==> src/rtl/abuc_pkg.sv <==
// shared types, codes and the crc-32 byte step for the a/b bank update controller
// used by ab_bank_update_controller; no dependencies
package abuc_pkg;

    // bank size in bytes and the width of a byte counter that can hold it
    localparam int BANK_BYTES = 262144;
    localparam int CNT_W      = $clog2(BANK_BYTES + 1);

    localparam logic [31:0] CRC_POLY = 32'hEDB88320;
    localparam logic [31:0] CRC_INIT = 32'hFFFFFFFF;
    localparam logic [31:0] VER_INIT = 32'h00010000;

    localparam logic [3:0] TRIES_MAX = 4'd15;

    // configuration register indexes
    localparam logic CFG_HW_REVISION  = 1'b0;
    localparam logic CFG_MAX_ATTEMPTS = 1'b1;

    // commands
    localparam logic [2:0] CMD_START    = 3'd0;
    localparam logic [2:0] CMD_DATA     = 3'd1;
    localparam logic [2:0] CMD_FINALIZE = 3'd2;
    localparam logic [2:0] CMD_BOOT     = 3'd3;
    localparam logic [2:0] CMD_CONFIRM  = 3'd4;

    // status codes
    localparam logic [2:0] ST_OK         = 3'd0;
    localparam logic [2:0] ST_NO_SPACE   = 3'd1;
    localparam logic [2:0] ST_BAD_SIG    = 3'd2;
    localparam logic [2:0] ST_VERSION    = 3'd3;
    localparam logic [2:0] ST_HW         = 3'd4;
    localparam logic [2:0] ST_WRITE_FAIL = 3'd5;

    // input item payload, first field in the highest bits
    typedef struct packed {
        logic [7:0]  data_byte;
        logic [31:0] expected_crc;
        logic [23:0] image_bytes;
        logic [7:0]  hw_rev_max;
        logic [7:0]  hw_rev_min;
        logic [7:0]  ver_patch;
        logic [7:0]  ver_minor;
        logic [15:0] ver_major;
    } in_item_t;

    // result item payload, first field in the highest bits
    typedef struct packed {
        logic [3:0]  attempt_count;
        logic [7:0]  write_value;
        logic [17:0] write_address;
        logic        write_target;
        logic        write_enable;
        logic        erase_request;
        logic        boot_bank;
        logic [2:0]  update_state;
        logic [2:0]  status;
    } result_t;

    // reflected crc-32 over one byte, eight bit steps
    function automatic logic [31:0] crc_fold(input logic [31:0] crc, input logic [7:0] b);
        logic [31:0] c;
        c = crc ^ {24'd0, b};
        for (int k = 0; k < 8; k++) begin
            c = c[0] ? ((c >> 1) ^ CRC_POLY) : (c >> 1);
        end
        return c;
    endfunction

endpackage

==> src/rtl/ab_bank_update_controller.sv <==
// a/b bank update controller: version and hardware checks, download with crc-32,
// boot attempt counting and rollback; depends on abuc_pkg
//
//  channel   dir  handshake            payload
//  s_*       in   s_tvalid / s_tready  s_tuser cmd, s_tdata version, range, size, crc, byte
//  m_*       out  m_tvalid / m_tready  m_tdata one result item per input item
//  cfg_*     in   cfg_we               cfg_index, cfg_data (no read-back)
//
// one item per cycle sustained while m_tready holds; an item waits in the input register, its
// result is computed by the crc byte step and compares in front of the result register
// and shows on m_* the cycle after it leaves the input register.
// reset sets all control, state and configuration to defaults, including the running crc to all ones;
// the input payload is not reset. a stalled result holds the result register; the input register still takes one item.
module ab_bank_update_controller
    import abuc_pkg::*;
(
    input  logic         clk,
    input  logic         rst_n,
    input  logic         s_tvalid,
    output logic         s_tready,
    // ver_major, ver_minor, ver_patch, hw_rev_min, hw_rev_max, image_bytes,
    // expected_crc, data_byte
    input  logic [111:0] s_tdata,
    // cmd
    input  logic [2:0]   s_tuser,
    output logic         m_tvalid,
    input  logic         m_tready,
    // status, update_state, boot_bank, erase_request, write_enable, write_target,
    // write_address, write_value, attempt_count
    output logic [39:0]  m_tdata,
    input  logic         cfg_we,
    input  logic         cfg_index,
    input  logic [7:0]   cfg_data
);

    typedef enum logic [2:0] {
        PH_IDLE     = 3'd0,
        PH_DOWNLOAD = 3'd1,
        PH_VERIFY   = 3'd2,
        PH_PENDING  = 3'd3,
        PH_TESTING  = 3'd4,
        PH_COMPLETE = 3'd5,
        PH_ROLLBACK = 3'd6
    } phase_t;

    // input register
    logic       in_valid_reg;
    logic [2:0] in_cmd_reg;
    in_item_t   in_item_reg;

    // result register
    logic       out_valid_reg;
    result_t    result_reg;
    result_t    result_next;

    // configuration
    logic [7:0] hw_revision_reg;
    logic [3:0] max_attempts_reg;

    // controller state
    phase_t            phase_reg, phase_next;
    logic              run_bank_reg, run_bank_next;
    logic              target_bank_reg, target_bank_next;
    logic [CNT_W-1:0]  byte_count_reg, byte_count_next;
    logic [CNT_W-1:0]  image_length_reg, image_length_next;
    logic [31:0]       crc_reg, crc_next;
    logic [3:0]        tries_reg, tries_next;
    logic [31:0]       floor_reg, floor_next;
    logic [31:0]       installed_reg, installed_next;
    logic [31:0]       pending_reg, pending_next;

    logic out_free;
    logic fire;
    logic in_take;

    // handshake: the result register frees when empty or taken
    assign out_free = !out_valid_reg || m_tready;
    assign fire     = in_valid_reg && out_free;
    assign s_tready = !in_valid_reg || out_free;
    assign in_take  = s_tvalid && s_tready;
    assign m_tvalid = out_valid_reg;
    assign m_tdata  = result_reg;

    // command decode and state update for the item in the input register
    always_comb
    begin
        logic [31:0] ver;
        logic [2:0]  status;
        logic        erase;
        logic        wen;
        logic [17:0] waddr;
        logic [7:0]  wval;
        ver    = {in_item_reg.ver_major, in_item_reg.ver_minor, in_item_reg.ver_patch};
        status = ST_OK;
        erase  = 1'b0;
        wen    = 1'b0;
        waddr  = '0;
        wval   = '0;

        phase_next        = phase_reg;
        run_bank_next     = run_bank_reg;
        target_bank_next  = target_bank_reg;
        byte_count_next   = byte_count_reg;
        image_length_next = image_length_reg;
        crc_next          = crc_reg;
        tries_next        = tries_reg;
        floor_next        = floor_reg;
        installed_next    = installed_reg;
        pending_next      = pending_reg;

        case (in_cmd_reg)
            CMD_START:
            begin
                if (ver < floor_reg || ver < installed_reg) begin
                    status = ST_VERSION;
                end else if (hw_revision_reg < in_item_reg.hw_rev_min
                             || hw_revision_reg > in_item_reg.hw_rev_max) begin
                    status = ST_HW;
                end else if ({1'b0, in_item_reg.image_bytes} > 25'(BANK_BYTES)) begin
                    status = ST_NO_SPACE;
                end else begin
                    phase_next        = PH_DOWNLOAD;
                    byte_count_next   = '0;
                    image_length_next = CNT_W'(in_item_reg.image_bytes);
                    target_bank_next  = !run_bank_reg;
                    crc_next          = CRC_INIT;
                    pending_next      = ver;
                    erase             = 1'b1;
                end
            end
            CMD_DATA:
            begin
                if (phase_reg != PH_DOWNLOAD || byte_count_reg >= CNT_W'(BANK_BYTES)) begin
                    status = ST_WRITE_FAIL;
                end else begin
                    wen   = 1'b1;
                    waddr = 18'(byte_count_reg);
                    wval  = in_item_reg.data_byte;
                    if (byte_count_reg < image_length_reg) begin
                        crc_next = crc_fold(crc_reg, in_item_reg.data_byte);
                    end
                    byte_count_next = byte_count_reg + 1'b1;
                end
            end
            CMD_FINALIZE:
            begin
                if (phase_reg != PH_DOWNLOAD) begin
                    status = ST_WRITE_FAIL;
                end else if (byte_count_reg < image_length_reg
                             || (crc_reg ^ CRC_INIT) != in_item_reg.expected_crc) begin
                    status     = ST_BAD_SIG;
                    phase_next = PH_IDLE;
                end else begin
                    phase_next = PH_PENDING;
                    tries_next = '0;
                end
            end
            CMD_BOOT:
            begin
                if (phase_reg == PH_PENDING) begin
                    phase_next    = PH_TESTING;
                    run_bank_next = target_bank_reg;
                    if (tries_reg < TRIES_MAX) begin
                        tries_next = tries_reg + 1'b1;
                    end
                end else if (phase_reg == PH_TESTING) begin
                    if (tries_reg >= max_attempts_reg) begin
                        phase_next    = PH_ROLLBACK;
                        run_bank_next = !target_bank_reg;
                    end else if (tries_reg < TRIES_MAX) begin
                        tries_next = tries_reg + 1'b1;
                    end
                end
            end
            CMD_CONFIRM:
            begin
                if (phase_reg == PH_TESTING) begin
                    phase_next     = PH_COMPLETE;
                    installed_next = pending_reg;
                    floor_next     = pending_reg;
                end
            end
            default:
            begin
                status = ST_OK;
            end
        endcase

        result_next.status        = status;
        result_next.update_state  = phase_next;
        result_next.boot_bank     = run_bank_next;
        result_next.erase_request = erase;
        result_next.write_enable  = wen;
        result_next.write_target  = target_bank_next;
        result_next.write_address = waddr;
        result_next.write_value   = wval;
        result_next.attempt_count = tries_next;
    end

    // input register payload
    always_ff @(posedge clk)
    begin
        if (in_take) begin
            in_cmd_reg  <= s_tuser;
            in_item_reg <= in_item_t'(s_tdata);
        end
    end

    // state, configuration and result register
    always_ff @(posedge clk or negedge rst_n)
    begin
        if (!rst_n) begin
            in_valid_reg     <= 1'b0;
            out_valid_reg    <= 1'b0;
            result_reg       <= '0;
            hw_revision_reg  <= 8'd1;
            max_attempts_reg <= 4'd3;
            phase_reg        <= PH_IDLE;
            run_bank_reg     <= 1'b0;
            target_bank_reg  <= 1'b0;
            byte_count_reg   <= '0;
            image_length_reg <= '0;
            crc_reg          <= CRC_INIT;
            tries_reg        <= '0;
            floor_reg        <= '0;
            installed_reg    <= VER_INIT;
            pending_reg      <= '0;
        end else begin
            if (in_take) begin
                in_valid_reg <= 1'b1;
            end else if (fire) begin
                in_valid_reg <= 1'b0;
            end

            if (fire) begin
                out_valid_reg    <= 1'b1;
                result_reg       <= result_next;
                phase_reg        <= phase_next;
                run_bank_reg     <= run_bank_next;
                target_bank_reg  <= target_bank_next;
                byte_count_reg   <= byte_count_next;
                image_length_reg <= image_length_next;
                crc_reg          <= crc_next;
                tries_reg        <= tries_next;
                floor_reg        <= floor_next;
                installed_reg    <= installed_next;
                pending_reg      <= pending_next;
            end else if (m_tready) begin
                out_valid_reg <= 1'b0;
            end

            if (cfg_we) begin
                case (cfg_index)
                    CFG_HW_REVISION:  hw_revision_reg  <= cfg_data;
                    CFG_MAX_ATTEMPTS: max_attempts_reg <= cfg_data[3:0];
                    default:          hw_revision_reg  <= hw_revision_reg;
                endcase
            end
        end
    end

`ifndef SYNTHESIS
    // an erase request only comes with an accepted start
    a_erase_ok: assert property (@(posedge clk) disable iff (!rst_n)
        (out_valid_reg && result_reg.erase_request) |->
            (result_reg.status == ST_OK && result_reg.update_state == PH_DOWNLOAD))
        else $error("erase request without accepted start");

    // a flash write is only issued while downloading
    a_write_ok: assert property (@(posedge clk) disable iff (!rst_n)
        (out_valid_reg && result_reg.write_enable) |->
            (result_reg.status == ST_OK && result_reg.update_state == PH_DOWNLOAD))
        else $error("flash write outside download");

    // full input register behind a stalled result blocks new items
    a_stall_blocks: assert property (@(posedge clk) disable iff (!rst_n)
        (in_valid_reg && out_valid_reg && !m_tready) |-> !s_tready)
        else $error("input taken while both registers are held");

    // testing runs the new bank, rollback runs the other one
    a_test_bank: assert property (@(posedge clk) disable iff (!rst_n)
        (phase_reg == PH_TESTING) |-> (run_bank_reg == target_bank_reg))
        else $error("testing phase not on target bank");

    a_rollback_bank: assert property (@(posedge clk) disable iff (!rst_n)
        (phase_reg == PH_ROLLBACK) |-> (run_bank_reg != target_bank_reg))
        else $error("rollback phase still on target bank");
`endif

endmodule
==> config.mk <==
export PLATFORM = sky130hd
export DESIGN_NAME = ab_bank_update_controller
export DESIGN_NICKNAME = d
export VERILOG_FILES = /design/src/rtl/abuc_pkg.sv /design/src/rtl/ab_bank_update_controller.sv
export SDC_FILE = /design/constraint.sdc
export NUM_CORES = 1
export LEC_CHECK = 0
export BUFFER_PORTS_ARGS = -buffer_cell sky130_fd_sc_hd__buf_2
export CAP_MARGIN = 20
export CORE_UTILIZATION = 53
export DETAILED_ROUTE_END_ITERATION = 10
export PLACE_DENSITY = 0.84
export SLEW_MARGIN = 20
export SYNTH_ARGS = -nofsm -noshare
export SYNTH_HDL_FRONTEND = slang
export SYNTH_SLANG_ARGS = --single-unit
==> constraint.sdc <==
create_clock -name clk -period 3.84 [get_ports clk]
set_input_delay 0.576 -clock clk [delete_from_list [all_inputs] [get_ports clk]]
set_output_delay 0.576 -clock clk [all_outputs]
set_load 0.02 [all_outputs]
# [Yosys cells after proc, flatten, opt, wreduce, memory -nomap -nowiden]
# Cells that the tools add are included.
[classes] n_addsub=2 magnitude_cmp=9 eq_ne=19 n_mux=60 n_bitwise=14 n_reduce_logical=29
[op_table] cell="$mux 32" count=13
[op_table] cell="$not 13->14" count=8
[op_table] cell="$mux 19" count=4
[op_table] cell="$lt 32x32->1" count=2
[op_table] cell="$pmux 32 s2" count=1
[op_table] cell="$pmux 19 s2" count=1
[op_table] cell="$mux 18" count=2
[op_table] cell="$mux 3" count=12
[op_table] cell="$ne 32x32->1" count=1
[op_table] cell="$not 32->32" count=1
[op_table] cell="$xor 32x8->32" count=1
[op_table] cell="$gt 24x19->1 const B" count=1
[op_table] cell="$mux 4" count=6
[op_table] cell="$add 19x1->19 const B" count=1
[op_table] cell="$ge 19x19->1 const B" count=1
[op_table] cell="$lt 19x19->1" count=1
[op_table] cell="$mux 8" count=2
[op_table] cell="$ne 2x2->1 const B" count=8
[op_table] cell="$mux 1" count=14
[op_table] cell="$pmux 3 s4" count=1
[op_table] cell="$reduce_and 6->1" count=2
[op_table] cell="$reduce_bool 2->1" count=6
[op_table] cell="$eq 3x2->1 const B" count=3
[op_table] cell="$ne 3x3->1 const B" count=3
[op_table] cell="23 further kinds" count=38
[totals] ff_bits=335 in_bits=129 output_inout_bits=42 wordCells=161

# [Logic depth before layout (Yosys ltp)]
[logic_depth] ltp_word=20 depth_mapped=11 mapped_depth_nobuf=10

# [Least setup slack after synthesis]
# Ideal clock, no wire load.
[synth_path] path_kind="input -> register" startpoint="input m_tready" endpoint="register in_cmd_reg[0] (enable)" setup_time_ps=487 arrival_time_ps=3527 t_required_ps=3353 setup_slack_ps=-174 cell_stages=2 path_buffers=0 cell_sequence="nand3b_1 and2_1"
[synth_between] elab_chain_cells=3
[synth_rtl] element="start, declared" line_no="ab_bank_update_controller.sv:27" source="input logic m_tready,"
[synth_rtl] element="$logic_or 1x1->1" line_no="ab_bank_update_controller.sv:77" source="assign out_free = !out_valid_reg || m_tready;"
[synth_rtl] element="$logic_or 1x1->1" line_no="ab_bank_update_controller.sv:79" source="assign s_tready = !in_valid_reg || out_free;"
[synth_rtl] element="$logic_and 1x1->1" line_no="ab_bank_update_controller.sv:80" source="assign in_take = s_tvalid && s_tready;"
[synth_rtl] element="named net in_take" line_no="ab_bank_update_controller.sv:74" source="logic in_take;"
[synth_rtl] element="end signal, assigned" line_no="ab_bank_update_controller.sv:204" source="in_cmd_reg <= s_tuser;"
[synth_rtl] element="end, declared" line_no="ab_bank_update_controller.sv:48" source="logic [2:0] in_cmd_reg;"
# The timed path passes the listed nets, and every way through them passes these cells.
# A chain may end at the register's enable or synchronous reset.

# [Final worst setup path]
[layout_path] startpoint="register in_item_reg[22] (netlist name)" endpoint="register pending_reg[14]"
[layout_between] elab_chain_cells=4 elab_cells_between_ends=5 cone_classes="2 x order compare; 1 x bitwise; 2 x reduce/logical"
[layout_rtl] element="start, declared" line_no="ab_bank_update_controller.sv:49" source="in_item_t in_item_reg;"
[layout_rtl] element="start signal, assigned" line_no="ab_bank_update_controller.sv:205" source="in_item_reg <= in_item_t'(s_tdata);"
[layout_rtl] element="$lt 32x32->1" line_no="ab_bank_update_controller.sv:114" source="if (ver < floor_reg || ver < installed_reg) begin"
[layout_rtl] element="$logic_or 1x1->1" line_no="ab_bank_update_controller.sv:114"
[layout_rtl] element="$not 1->1 (no source line)"
[layout_rtl] element="$reduce_and 5->1 (no source line)"
[layout_rtl] element="end signal, assigned" line_no="ab_bank_update_controller.sv:247" source="pending_reg <= pending_next;"
[layout_rtl] element="end, declared" line_no="ab_bank_update_controller.sv:70" source="logic [31:0] pending_reg, pending_next;"
# Several ways; a longest one is shown, not always the timed one.

==> results.sh <==
export IMPL_finalHoldViolCount=0
export IMPL_overflow=0
export IMPL_ff2ff_setup_slack_ns=0.72
export IMPL_die_width_um=164.5
export IMPL_crit_chain="ha_1, nand4_1, or3_1, o31ai_1, o311a_1, o21ai_2, nor4b_4, buf_12, mux2_1"
export IMPL_postCtsSetupBuffers=0
export IMPL_drt_pass1_iter_count=5
export IMPL_crit_fanout=72
export IMPL_grt_first_pass_wirelength_mm=47.41
export IMPL_ctsHoldBuffers=0
export IMPL_slew_headroom_pct=41.41
export IMPL_area_growth_pct=17.54
export IMPL_ff2ff_path_depth=9
export IMPL_setup_viol=0
export IMPL_cts_root_buffer="clkbuf_16"
export IMPL_clock_sinks=304
export IMPL_cts_buffers=34
export IMPL_ir_drop_mv=0.4578
export IMPL_dr_total_vias=9063
export IMPL_wl_per_cell_um=17.93
export IMPL_synthXorXnorAreaFrac_pct=6.385
export IMPL_synth_compound_area_share_pct=8.182
export IMPL_yosys_area_share_simple_pct=7.654
export IMPL_dp_hpwl_mm=20.37
export IMPL_synth_area_mux_share_pct=9.282
export IMPL_power_density_nw_per_um2=589.8
export IMPL_ys_ff_latch=304
export IMPL_synth_area_um2=13990
export IMPL_avgSynthCellArea_um2=12.70
export IMPL_finalSetupTns_ns=0
export IMPL_n_antenna_cell=0
export IMPL_via_per_inst=5.499
export IMPL_route_detailed_drc=0
export IMPL_clock_latency_ns=0.50
export IMPL_yosys_warnings=0
export IMPL_tritoncts="done"
export IMPL_clockBufferDepth=3
export IMPL_nFillCells=1948
export IMPL_synth_top_flop_cell="dfrtp_1"
export IMPL_maxCapViolations=0
export IMPL_status="complete, no violations"
export IMPL_r2r_start="in_item_reg[22]"
export IMPL_syn_instance_count=1102
export IMPL_worst_pin_slew_ns=0.8726
export IMPL_rsz0062_at_grt="no"
export IMPL_routed_wirelength_mm=29.55
export IMPL_worst_setup_path_type="reg -> reg"
export IMPL_slowest_stage="edfxtp_1"
export IMPL_syn_num_nets=1302
export IMPL_grtUsageTotal_pct=22.60
export IMPL_fin_crit_ns=3.122
export IMPL_regToRegEndpoint="pending_reg[14]"
export IMPL_fin_skew_ns=0.01050
export IMPL_synth_edff_count=115
export IMPL_end_kind="register"
export IMPL_placed_cell_area_um2=15260
export IMPL_fmax_mhz=320.3
export IMPL_setup_ws_ns=0.7180
export IMPL_drv_slew=0
export IMPL_rows=59
export IMPL_dieArea_um2=27050
export IMPL_io_pins=171
export IMPL_dieHeight_um=164.5
export IMPL_ys_seq_area_share_pct=58.80
export IMPL_clk_pin_slew_worst_paths_ns=0.06
export IMPL_drive_above_1_share_pct=27.57
export IMPL_first_iter_violations=621
export IMPL_period_share_pct=81.30
export IMPL_antenna_left=0
export IMPL_start_kind="register"
export IMPL_synth_cell_types=62
export IMPL_core_area_um2=25980
export IMPL_hp_class="in -> async"
export IMPL_gp_congestion=0.8703
export IMPL_power_mw=9.701
export IMPL_pre_cts_ws_ns=0.7449
export IMPL_cts_max_level=2
export IMPL_grt_antenna_before_repair=2
export IMPL_grt_pass1_vias=9298
export IMPL_nNetsFinal=1487
export IMPL_grt_max_degree=90
export IMPL_fin_area_um2=16450
export IMPL_numPortBuffers=170
export IMPL_largest_reg_flops=112
export IMPL_async_reset_ff_share_pct=62.17
export IMPL_yosys_area_share_adder_pct=6.349
export IMPL_start_util_pct=53.85
export IMPL_cts_resized=0
export IMPL_max_stage_delay_ns=0.42
export IMPL_synth_top_family_by_area="multiplexers"
export IMPL_timing_critical_path_arrival_ns=3.49
export IMPL_required_ns=4.21
export IMPL_p_leak_nw=7.305
kinds of logic after synthesis:
| kind of cell | after synthesis |
|---|---|
| adder cells (fa/ha/maj) | 71 |
| AO/OA/AOI/OAI | 176 |
| multiplexers | 116 |
| AND/OR/NAND/NOR | 217 |
| buffers and inverters | 116 |
| XOR/XNOR | 102 |
| flip-flops | 304 |
placed cells by master, fill, tap and decap left out, types with 11 or more instances in the layout:
master and n:
buf_2 169, dfrtp_1 153, edfxtp_1 115, nand2_1 98
xnor2_1 82, inv_1 81, mux2_2 79, ha_1 71
o21ai_0 44, a21oi_1 43, clkbuf_16 38, dfstp_2 36
mux2_1 31, nor2_1 27, a22o_1 25, xor2_1 20
nand3_1 17, a31oi_1 17, nand4_1 14, nor4_1 13
clkbuf_1 11, buf_4 11
stage by stage:
| stage | util (%) | cells | hold slack [ns] |
|---|---|---|---|
| 6_report | 63.29 | 1648 | 0.1435 |
| 5_1_grt | 63.29 | 1648 | 0.2159 |
| 4_1_cts | 63.29 | 1648 | 0.1801 |
| 3_5_place_dp | 58.74 | 1586 | 0.4626 |
| 3_3_place_gp | 58.74 | 1586 | 0.4512 |
| 2_1_floorplan | - | 1102 | 0.2804 |
layout make-up:
cell class	instances	area (µm²)	area share, %
inverters	81	304.0	1.849
clock buffers	52	1033	6.284
well taps	335	419.2	2.549
multi-input cells	682	5313	32.30
repair buffers	184	999.7	6.079
clock inverters	10	148.9	0.9054
flip-flops and latches	304	8228	50.03
worst max-delay path by stage:
stage	from	endpoint	slack, ns	cells past startpoint
after floorplan	in_item_reg[23]	pending_reg[30]	1.06	9
after global placement	in_item_reg[25]	crc_reg[6]	0.82	9
after detailed placement	in_item_reg[22]	pending_reg[14]	0.74	9
after CTS	in_item_reg[22]	pending_reg[14]	0.71	9
after global routing	in_item_reg[15]	pending_reg[14]	0.53	9
final	in_item_reg[22]	pending_reg[14]	0.72	9
synthesized netlist by cell type, drive strengths merged, types with 20 or more instances:
cell,count,share of area (%)
a21oi,43,1.5
a22o,25,1.6
clkbuf,24,0.64
dfrtp,153,27
dfstp,36,6.8
edfxtp,115,25
ha,71,6.3
inv,81,2.2
mux2,110,8.9
nand2,98,2.6
nor2,27,0.72
o21ai,46,1.7
xnor2,82,5.1
xor2,20,1.3
worst max-delay path, delay by kind of cell, from the launching register on:
| kind | cells | cell delay, ns |
|---|---|---|
| AO/OA/AOI/OAI | 3 | 0.59 |
| adder cells (fa/ha/maj) | 1 | 0.33 |
| buffers and inverters | 1 | 0.36 |
| flip-flops | 1 | 0.42 |
| multiplexers | 1 | 0.38 |
| AND/OR/NAND/NOR | 3 | 0.91 |
report_power, final:
part	total (mW)	switching, mW	leakage [nW]	internal (mW)
clock network	3.40	1.27	0.580	2.13
logic	2.20	1.12	3.25	1.08
registers	4.10	0.309	3.47	3.79
per-layer routing:
layer	up-vias	wire [µm]	share of wire, %	global-route usage (%)
met5	-	23	0.078	0
met4	4	777	2.6	7.173
met3	67	1849	6.3	5.249
met2	267	14050	48	37.48
met1	4426	12850	43	29.37
li1	4299	-	-	-
Power figures use the tool's default switching activity.
